## src/design/efns_pkg.sv

```systemverilog
// Shared constants, types and helpers for the earliest-free-node scheduler.
package efns_pkg;

  // Sizing
  localparam int MAX_NODES = 32;
  localparam int NODE_W    = $clog2(MAX_NODES);
  localparam int CNT_W     = $clog2(MAX_NODES + 1);
  localparam int CFG_W     = 6;
  localparam int DUR_W     = 32;
  localparam int TIME_W    = 48;

  localparam logic [TIME_W-1:0] TIME_MAX = {TIME_W{1'b1}};

  // Node store read request
  typedef struct packed {
    logic              en;
    logic [NODE_W-1:0] addr;
  } rd_req_t;

  // Node store write request
  typedef struct packed {
    logic              en;
    logic [NODE_W-1:0] addr;
    logic [TIME_W-1:0] data;
  } wr_req_t;

  // Node store read response: end time and the node's used flag
  typedef struct packed {
    logic [TIME_W-1:0] data;
    logic              used;
  } rd_rsp_t;

  // Register write value, limited to the node count
  function automatic logic [CFG_W-1:0] cfg_limit(input logic [CFG_W-1:0] v);
    logic [CFG_W-1:0] r;
    r = v;
    if (int'(v) > MAX_NODES) begin
      r = CFG_W'(MAX_NODES);
    end
    return r;
  endfunction

  // Nodes taking part in a scan; zero means all of them
  function automatic logic [CNT_W-1:0] active_count(input logic [CFG_W-1:0] v);
    logic [CNT_W-1:0] r;
    r = CNT_W'(v);
    if (v == '0 || int'(v) > MAX_NODES) begin
      r = CNT_W'(MAX_NODES);
    end
    return r;
  endfunction

endpackage

```

## src/design/efns_if.sv

```systemverilog
// Channel interfaces: job input, schedule result and node-count write.
interface efns_in_if;
  logic                         valid;
  logic                         ready;
  logic [efns_pkg::DUR_W-1:0]   duration;

  modport source (output valid, output duration, input ready);
  modport sink   (input valid, input duration, output ready);
endinterface

interface efns_out_if;
  logic                         valid;
  logic                         ready;
  logic [efns_pkg::NODE_W-1:0]  node;
  logic [efns_pkg::TIME_W-1:0]  start_time;
  logic [efns_pkg::TIME_W-1:0]  end_time;
  logic [efns_pkg::TIME_W-1:0]  latency;

  modport source (output valid, output node, output start_time, output end_time,
                  output latency, input ready);
  modport sink   (input valid, input node, input start_time, input end_time,
                  input latency, output ready);
endinterface

interface efns_cfg_if;
  logic                         valid;
  logic                         ready;
  logic [efns_pkg::CFG_W-1:0]   num_nodes;

  modport source (output valid, output num_nodes, input ready);
  modport sink   (input valid, input num_nodes, output ready);
endinterface

```

## src/design/efns_node_store.sv

```systemverilog
// Per-node state: end-time memory with registered read, used flags in flops.
module efns_node_store (
  input  logic              clk,
  input  logic              rst_n,
  input  efns_pkg::rd_req_t rd_req,
  output efns_pkg::rd_rsp_t rd_rsp,
  input  efns_pkg::wr_req_t wr_req
);

  logic [efns_pkg::TIME_W-1:0]    end_mem [efns_pkg::MAX_NODES];
  logic [efns_pkg::MAX_NODES-1:0] used_r;
  logic [efns_pkg::TIME_W-1:0]    rd_data_r;
  logic                           rd_used_r;

  // End-time memory, one write and one read port
  always_ff @(posedge clk) begin
    if (wr_req.en) begin
      end_mem[wr_req.addr] <= wr_req.data;
    end
    if (rd_req.en) begin
      rd_data_r <= end_mem[rd_req.addr];
    end
  end

  // Used flags; reset marks every node as never used
  always_ff @(posedge clk) begin
    if (!rst_n) begin
      used_r    <= '0;
      rd_used_r <= 1'b0;
    end else begin
      if (wr_req.en) begin
        used_r[wr_req.addr] <= 1'b1;
      end
      if (rd_req.en) begin
        rd_used_r <= used_r[rd_req.addr];
      end
    end
  end

  assign rd_rsp.data = rd_data_r;
  assign rd_rsp.used = rd_used_r;

endmodule

```

## src/design/earliest_free_node_scheduler.sv

```systemverilog
// Top level of the earliest-free-node greedy list scheduler.
// Each job transaction is placed on the lowest-numbered node that has never been
// used, starting at time 0, or else on the node whose last job ends earliest
// (lowest index on a tie), starting at that end time. End times saturate at
// 2^48-1 and the latency output is the largest end time so far. The scan over
// the active node count reads one node end time per cycle from the single read
// port of the node memory, and stops early at the first unused node. A finished
// result sits in an output register, so the next job is taken while it waits.
// The node count register may be written only while no job is in flight; zero
// selects all nodes.
module earliest_free_node_scheduler (
  input  logic           clk,
  input  logic           rst_n,
  efns_in_if.sink        in_ch,
  efns_out_if.source     out_ch,
  efns_cfg_if.sink       cfg_ch
);

  typedef enum logic [3:0] {
    S_IDLE = 4'b0001,
    S_SCAN = 4'b0010,
    S_CALC = 4'b0100,
    S_DONE = 4'b1000
  } state_t;

  state_t                         state_r, state_nxt;
  logic [efns_pkg::CFG_W-1:0]     num_nodes_r;
  logic [efns_pkg::DUR_W-1:0]     dur_r, dur_nxt;
  logic [efns_pkg::CNT_W-1:0]     cnt_r, cnt_nxt;
  logic [efns_pkg::CNT_W-1:0]     rd_idx_r, rd_idx_nxt;
  logic                           pend_r, pend_nxt;
  logic [efns_pkg::NODE_W-1:0]    pend_idx_r, pend_idx_nxt;
  logic                           pend_last_r, pend_last_nxt;
  logic [efns_pkg::NODE_W-1:0]    best_idx_r, best_idx_nxt;
  logic [efns_pkg::TIME_W-1:0]    best_end_r, best_end_nxt;
  logic                           have_r, have_nxt;
  logic                           fresh_r, fresh_nxt;
  logic [efns_pkg::TIME_W-1:0]    start_r, start_nxt;
  logic [efns_pkg::TIME_W-1:0]    end_r, end_nxt;
  logic [efns_pkg::TIME_W-1:0]    lat_r, lat_nxt;
  logic                           out_valid_r, out_valid_nxt;
  logic [efns_pkg::NODE_W-1:0]    out_node_r, out_node_nxt;
  logic [efns_pkg::TIME_W-1:0]    out_start_r, out_start_nxt;
  logic [efns_pkg::TIME_W-1:0]    out_end_r, out_end_nxt;
  logic [efns_pkg::TIME_W-1:0]    out_lat_r, out_lat_nxt;

  logic                           in_fire;
  logic                           issue;
  logic                           out_free;
  logic [efns_pkg::TIME_W-1:0]    calc_start;
  logic [efns_pkg::TIME_W:0]      calc_sum;
  efns_pkg::rd_req_t              rd_req;
  efns_pkg::rd_rsp_t              rd_rsp;
  efns_pkg::wr_req_t              wr_req;

  efns_node_store u_store (
    .clk    (clk),
    .rst_n  (rst_n),
    .rd_req (rd_req),
    .rd_rsp (rd_rsp),
    .wr_req (wr_req)
  );

  assign in_ch.ready  = (state_r == S_IDLE);
  assign in_fire      = in_ch.valid && in_ch.ready;
  assign cfg_ch.ready = 1'b1;
  assign out_free     = !out_valid_r || out_ch.ready;

  // Read issue during the scan: one node per cycle
  assign issue       = (state_r == S_SCAN) && (rd_idx_r < cnt_r);
  assign rd_req.en   = issue;
  assign rd_req.addr = rd_idx_r[efns_pkg::NODE_W-1:0];

  // Start and unsaturated end sum, with carry bit, of the chosen node
  assign calc_start = fresh_r ? '0 : best_end_r;
  assign calc_sum   = {1'b0, calc_start} + (efns_pkg::TIME_W + 1)'(dur_r);

  // Write-back of the new end time as the result leaves
  assign wr_req.en   = (state_r == S_DONE) && out_free;
  assign wr_req.addr = best_idx_r;
  assign wr_req.data = end_r;

  // Sequencer and datapath
  always_comb begin
    state_nxt     = state_r;
    dur_nxt       = dur_r;
    cnt_nxt       = cnt_r;
    rd_idx_nxt    = rd_idx_r;
    pend_nxt      = 1'b0;
    pend_idx_nxt  = rd_idx_r[efns_pkg::NODE_W-1:0];
    pend_last_nxt = (rd_idx_r == cnt_r - efns_pkg::CNT_W'(1));
    best_idx_nxt  = best_idx_r;
    best_end_nxt  = best_end_r;
    have_nxt      = have_r;
    fresh_nxt     = fresh_r;
    start_nxt     = start_r;
    end_nxt       = end_r;
    lat_nxt       = lat_r;
    out_valid_nxt = out_valid_r;
    out_node_nxt  = out_node_r;
    out_start_nxt = out_start_r;
    out_end_nxt   = out_end_r;
    out_lat_nxt   = out_lat_r;

    if (out_valid_r && out_ch.ready) begin
      out_valid_nxt = 1'b0;
    end

    case (state_r)
      S_IDLE: begin
        if (in_fire) begin
          dur_nxt    = in_ch.duration;
          cnt_nxt    = efns_pkg::active_count(num_nodes_r);
          rd_idx_nxt = '0;
          have_nxt   = 1'b0;
          fresh_nxt  = 1'b0;
          state_nxt  = S_SCAN;
        end
      end
      S_SCAN: begin
        pend_nxt = issue;
        if (issue) begin
          rd_idx_nxt = rd_idx_r + efns_pkg::CNT_W'(1);
        end
        // Compare stage on the data read last cycle
        if (pend_r) begin
          if (!rd_rsp.used) begin
            best_idx_nxt = pend_idx_r;
            fresh_nxt    = 1'b1;
            state_nxt    = S_CALC;
          end else begin
            if (!have_r || rd_rsp.data < best_end_r) begin
              best_idx_nxt = pend_idx_r;
              best_end_nxt = rd_rsp.data;
              have_nxt     = 1'b1;
            end
            if (pend_last_r) begin
              state_nxt = S_CALC;
            end
          end
        end
      end
      S_CALC: begin
        start_nxt = calc_start;
        end_nxt   = calc_sum[efns_pkg::TIME_W] ? efns_pkg::TIME_MAX
                                               : calc_sum[efns_pkg::TIME_W-1:0];
        state_nxt = S_DONE;
      end
      S_DONE: begin
        if (out_free) begin
          if (end_r > lat_r) begin
            lat_nxt     = end_r;
            out_lat_nxt = end_r;
          end else begin
            out_lat_nxt = lat_r;
          end
          out_valid_nxt = 1'b1;
          out_node_nxt  = best_idx_r;
          out_start_nxt = start_r;
          out_end_nxt   = end_r;
          state_nxt     = S_IDLE;
        end
      end
      default: begin
        state_nxt = S_IDLE;
      end
    endcase
  end

  // Control state
  always_ff @(posedge clk) begin
    if (!rst_n) begin
      state_r     <= S_IDLE;
      num_nodes_r <= efns_pkg::cfg_limit(efns_pkg::CFG_W'(32));
      lat_r       <= '0;
      pend_r      <= 1'b0;
      out_valid_r <= 1'b0;
    end else begin
      state_r     <= state_nxt;
      lat_r       <= lat_nxt;
      pend_r      <= pend_nxt;
      out_valid_r <= out_valid_nxt;
      if (cfg_ch.valid && cfg_ch.ready) begin
        num_nodes_r <= efns_pkg::cfg_limit(cfg_ch.num_nodes);
      end
    end
  end

  // Payload registers
  always_ff @(posedge clk) begin
    dur_r       <= dur_nxt;
    cnt_r       <= cnt_nxt;
    rd_idx_r    <= rd_idx_nxt;
    pend_idx_r  <= pend_idx_nxt;
    pend_last_r <= pend_last_nxt;
    best_idx_r  <= best_idx_nxt;
    best_end_r  <= best_end_nxt;
    have_r      <= have_nxt;
    fresh_r     <= fresh_nxt;
    start_r     <= start_nxt;
    end_r       <= end_nxt;
    out_node_r  <= out_node_nxt;
    out_start_r <= out_start_nxt;
    out_end_r   <= out_end_nxt;
    out_lat_r   <= out_lat_nxt;
  end

  assign out_ch.valid      = out_valid_r;
  assign out_ch.node       = out_node_r;
  assign out_ch.start_time = out_start_r;
  assign out_ch.end_time   = out_end_r;
  assign out_ch.latency    = out_lat_r;

endmodule
```

## src/flat_wrapper.sv

```systemverilog
// flat-port wrapper written by rule: the top's interface ports become plain ports
module earliest_free_node_scheduler_flat 
  (clk, rst_n, in_ch_valid, in_ch_duration, in_ch_ready, out_ch_valid, out_ch_node, out_ch_start_time, out_ch_end_time, out_ch_latency, out_ch_ready, cfg_ch_valid, cfg_ch_num_nodes, cfg_ch_ready);
  efns_in_if in_ch_i ();
  efns_out_if out_ch_i ();
  efns_cfg_if cfg_ch_i ();
  input  logic clk;
  input  logic rst_n;
  input wire logic [$bits(in_ch_i.valid)-1:0] in_ch_valid;
  input wire logic [$bits(in_ch_i.duration)-1:0] in_ch_duration;
  output wire logic [$bits(in_ch_i.ready)-1:0] in_ch_ready;
  output wire logic [$bits(out_ch_i.valid)-1:0] out_ch_valid;
  output wire logic [$bits(out_ch_i.node)-1:0] out_ch_node;
  output wire logic [$bits(out_ch_i.start_time)-1:0] out_ch_start_time;
  output wire logic [$bits(out_ch_i.end_time)-1:0] out_ch_end_time;
  output wire logic [$bits(out_ch_i.latency)-1:0] out_ch_latency;
  input wire logic [$bits(out_ch_i.ready)-1:0] out_ch_ready;
  input wire logic [$bits(cfg_ch_i.valid)-1:0] cfg_ch_valid;
  input wire logic [$bits(cfg_ch_i.num_nodes)-1:0] cfg_ch_num_nodes;
  output wire logic [$bits(cfg_ch_i.ready)-1:0] cfg_ch_ready;
  assign in_ch_i.valid = in_ch_valid;
  assign in_ch_i.duration = in_ch_duration;
  assign in_ch_ready = in_ch_i.ready;
  assign out_ch_valid = out_ch_i.valid;
  assign out_ch_node = out_ch_i.node;
  assign out_ch_start_time = out_ch_i.start_time;
  assign out_ch_end_time = out_ch_i.end_time;
  assign out_ch_latency = out_ch_i.latency;
  assign out_ch_i.ready = out_ch_ready;
  assign cfg_ch_i.valid = cfg_ch_valid;
  assign cfg_ch_i.num_nodes = cfg_ch_num_nodes;
  assign cfg_ch_ready = cfg_ch_i.ready;
  earliest_free_node_scheduler u_core (.clk(clk), .rst_n(rst_n), .in_ch(in_ch_i), .out_ch(out_ch_i), .cfg_ch(cfg_ch_i));
endmodule
```

## config.mk

```make
export PLATFORM = sky130hd
export DESIGN_NAME = earliest_free_node_scheduler_flat
export DESIGN_NICKNAME = d
export VERILOG_FILES = /design/src/design/efns_pkg.sv /design/src/design/efns_if.sv /design/src/design/efns_node_store.sv /design/src/design/earliest_free_node_scheduler.sv /design/src/flat_wrapper.sv
export SDC_FILE = /design/constraint.sdc
export NUM_CORES = 2
export LEC_CHECK = 0
export BUFFER_PORTS_ARGS = -buffer_cell sky130_fd_sc_hd__buf_2
export CORE_MARGIN = 2
export CORE_UTILIZATION = 55
export DETAILED_ROUTE_END_ITERATION = 8
export PLACE_DENSITY = 0.83
export SLEW_MARGIN = 20
export SYNTH_ARGS = -nofsm -noshare
export SYNTH_HDL_FRONTEND = slang
export SYNTH_HIERARCHICAL = 1
export SYNTH_SLANG_ARGS = --single-unit
```

## constraint.sdc

```tcl
create_clock -name clk -period 48.4 [get_ports clk]
set_clock_uncertainty 0.05 [all_clocks]
set_input_delay 12.1 -clock clk [delete_from_list [all_inputs] [get_ports clk]]
set_output_delay 12.1 -clock clk [all_outputs]
set_load 0.03 [all_outputs]
```

==> metrics.yaml <==
antenna_found_initial: 17
yosysTopAreaCellShare: 0.726
dieArea_sq_um: 148000
ys_warn_count: 6
track_usage: 0.293
vias: 42100
vias_per_cell: 6.65
slowest_delay_ns: 0.91
drive_gt1_frac: 0.268
hold_buffers: 0
grt_pass1_vias: 41700
worst_ep_arrival_time_ns: 15.68
rows: 139
core_sq_um: 144000
postCtsSetupBuffers: 0
remaining_drc_errors: 0
maxCapViolations: 0
area_growth_pct: 12.5
grt_pass1_wl_um: 305000
crit_path_end_kind: "flip-flop"
setup_viol: 0
grt_setup_unrepaired: "false"
fin_crit_sh: 0.316
synthesis.area_sq_um: 79700
ir_drop_uv: 37.0
grt_use_met2: 0.469
routedWlPerCell_um: 33.9
slew_headroom: 0.159
synth-edff-count: 1928
synth.avg_cell_area_sq_um: 20.4
firstDrtPassIters: 9
clk_path_buf_depth: 3
cts.sinks: 2027
finalHoldViolCount: 0
setup-tns-final_ns: 0
drtIter0Drc: 6668
nNetsFinal: 4429
met1_usage: 0.373
die_y_um: 385
worstMarginPinSlew_ns: 1.25
clock_latency_ns: 0.81
grt_busiest_layer: "met2"
power_density_nw_per_um2: 40.7
io_pins: 195
grt_overflow_total: 0
syn_inst: 3918
synth_area_leaders: "edfxtp_1 73%, mux4_2 14%, dfxtp_1 2.5%"
cts_max_level: 4
cts_buffers: 189
drv_slew: 0
cpMostUsedCell: "buf_4"
power_leakage_uw: 0.0293
dp_hpwl_um: 127000
cts_repair_resize_count: 0
cpMaxStageDelayCell: "nor2_4"
ys_ff_latch: 2027
die_w_um: 385
met3_usage: 0.0725
status: "completed"
clk_pin_slew_ns: 0.06
required_ns: 48.78
ys_types: 79
period_needed_ns: 15.30
ys.flop_type: "edfxtp_1"
fmax_mhz: 65.4
criticalPathCategory: "primary input to flip-flop"
synth_common_cells: "1928 x edfxtp_1, 480 x mux4_2, 220 x nand2_1, 135 x ha_1, 124 x nor2_1"
final_core_util: 0.624
crit_path_cell_trace: "buf_2, nor2b_1, nor2b_4, buf_4, nand3b_1, nor2_4, buf_4"
fillCellCount: 9079
drt_wl_total_um: 215000
cts_tree: "built"
start_util: 0.554
crit_fanout: 68
ys_async_sr_fraction: 0
syn_nets: 4097
gp_congestion: 0.926
yosys.area.top_type: "edfxtp_1"
antenna_left: 0
root_buffer: "clkbuf_16"
ys_seq_area_frac: 0.751
hold_class: "flip-flop to flip-flop"
grt_max_degree: 167
portBuffers: 193
yosysMostFrequentCell: "edfxtp_1"
worst_setup_path_start_kind: "primary input"
## critical path: cells and delay by family
kind                   cells  cell delay (ns)
buffers and inverters      3             1.37
and+or+nand+nor            4             2.16
## state kept, by name, indices dropped and copies added (netlist names), 4 cells and up
signal,cells
u_core/num_nodes_r,6
u_core/out_ch.end_time,48
u_core/u_store/used_r,32
u_core/dur_r,32
u_core/out_ch.node,5
u_core/rd_idx_r,6
u_core/cnt_r,6
u_core/out_ch.start_time,48
u_core/u_store/end_mem,1536
u_core/lat_r,48
u_core/out_ch.latency,48
u_core/best_end_r,48
u_core/best_idx_r,5
u_core/state_r,4
u_core/pend_idx_r,5
u_core/u_store/rd_data_r,48
u_core/start_r,48
u_core/end_r,48
## power by group
part	total [uW]	internal [uW]	switching (uW)
Combinational	246	106	140
Clock	1490	845	649
Sequential	1910	1900	5.75
## metrics by stage
step           instances  worst slack [ns]  total power, uW  hold WS [ns]  cell area [sq um]
2_1_floorplan       3918             24.74             2110         0.336              79700
3_3_place_gp        5961             32.45             2180         0.336              83500
3_5_place_dp        5961             32.39             2180         0.339              83500
4_1_cts             6316             33.18             3660         0.366              89700
5_1_grt             6318             33.01             3730         0.369              89700
6_report            6323             33.10             3650         0.365              89700
## area by class of cell
class | count | area [sq um] | share of cell area
multi-input combinational | 1609 | 18900 | 0.211
sequential | 2027 | 59900 | 0.667
antenna | 6 | 15.0 | 0.000167
timing repair buffer | 309 | 1890 | 0.0211
clock inverter | 116 | 1150 | 0.0128
tap | 1903 | 2380 | 0.0265
clock buffer | 239 | 5060 | 0.0564
inverter | 114 | 428 | 0.00477
## logic make-up (layout without fill, tap and decap cells)
kind of cell | after synthesis | in the layout | synth area share
AOI/OAI and AO/OA | 316 | 316 | 0.0263
xor gates and xnor gates | 39 | 39 | 0.00428
adders and majority gates | 136 | 136 | 0.0214
buffers and inverters | 282 | 778 | 0.0153
DFF | 2027 | 2027 | 0.751
muxes | 600 | 600 | 0.151
other | 1 | 7 | 0.0000470
and+or+nand+nor | 517 | 517 | 0.0302
## routing by layer
| metal | up-vias | wire length [um] |
|---|---|---|
| li1 | 16600 | - |
| met1 | 21500 | 72800 |
| met2 | 3284 | 104000 |
| met3 | 591 | 24400 |
| met4 | 18 | 13300 |
| met5 | - | 155 |
## path summary, 6_finish.rpt
| kind | start | end | slack [ns] | cells after the start |
|---|---|---|---|---|
| worst max register to register | u_core/fresh_r | u_core/end_r[26] | 42.29 | 11 |
| worst min register to register | u_core/start_r[6] | u_core/out_ch.start_time[6] | 0.36 | 0 |
| worst max-delay path | out_ch_ready | u_core/u_store/end_mem[25][46] | 33.10 | 7 |
| worst min-delay path | u_core/start_r[6] | u_core/out_ch.start_time[6] | 0.36 | 0 |
## cells in the final DEF (no fill, tap or decap), types with 24 or more instances in the layout
cell	synthesis	final
a21o_1	54	54
a21oi_1	77	75
buf_2	54	192
buf_4	5	113
clkbuf_1	87	40
clkbuf_16	0	193
clkinv_1	0	37
clkinv_2	0	37
dfxtp_1	99	99
edfxtp_1	1928	1928
ha_1	135	135
inv_1	113	112
mux2_2	50	50
mux2i_1	70	70
mux4_2	480	480
nand2_1	220	220
nand3_1	24	24
nand4_1	30	30
nor2_1	124	92
nor2_4	0	32
o21a_1	40	40
o21ai_0	80	76
Power figures use the tool's default switching activity.
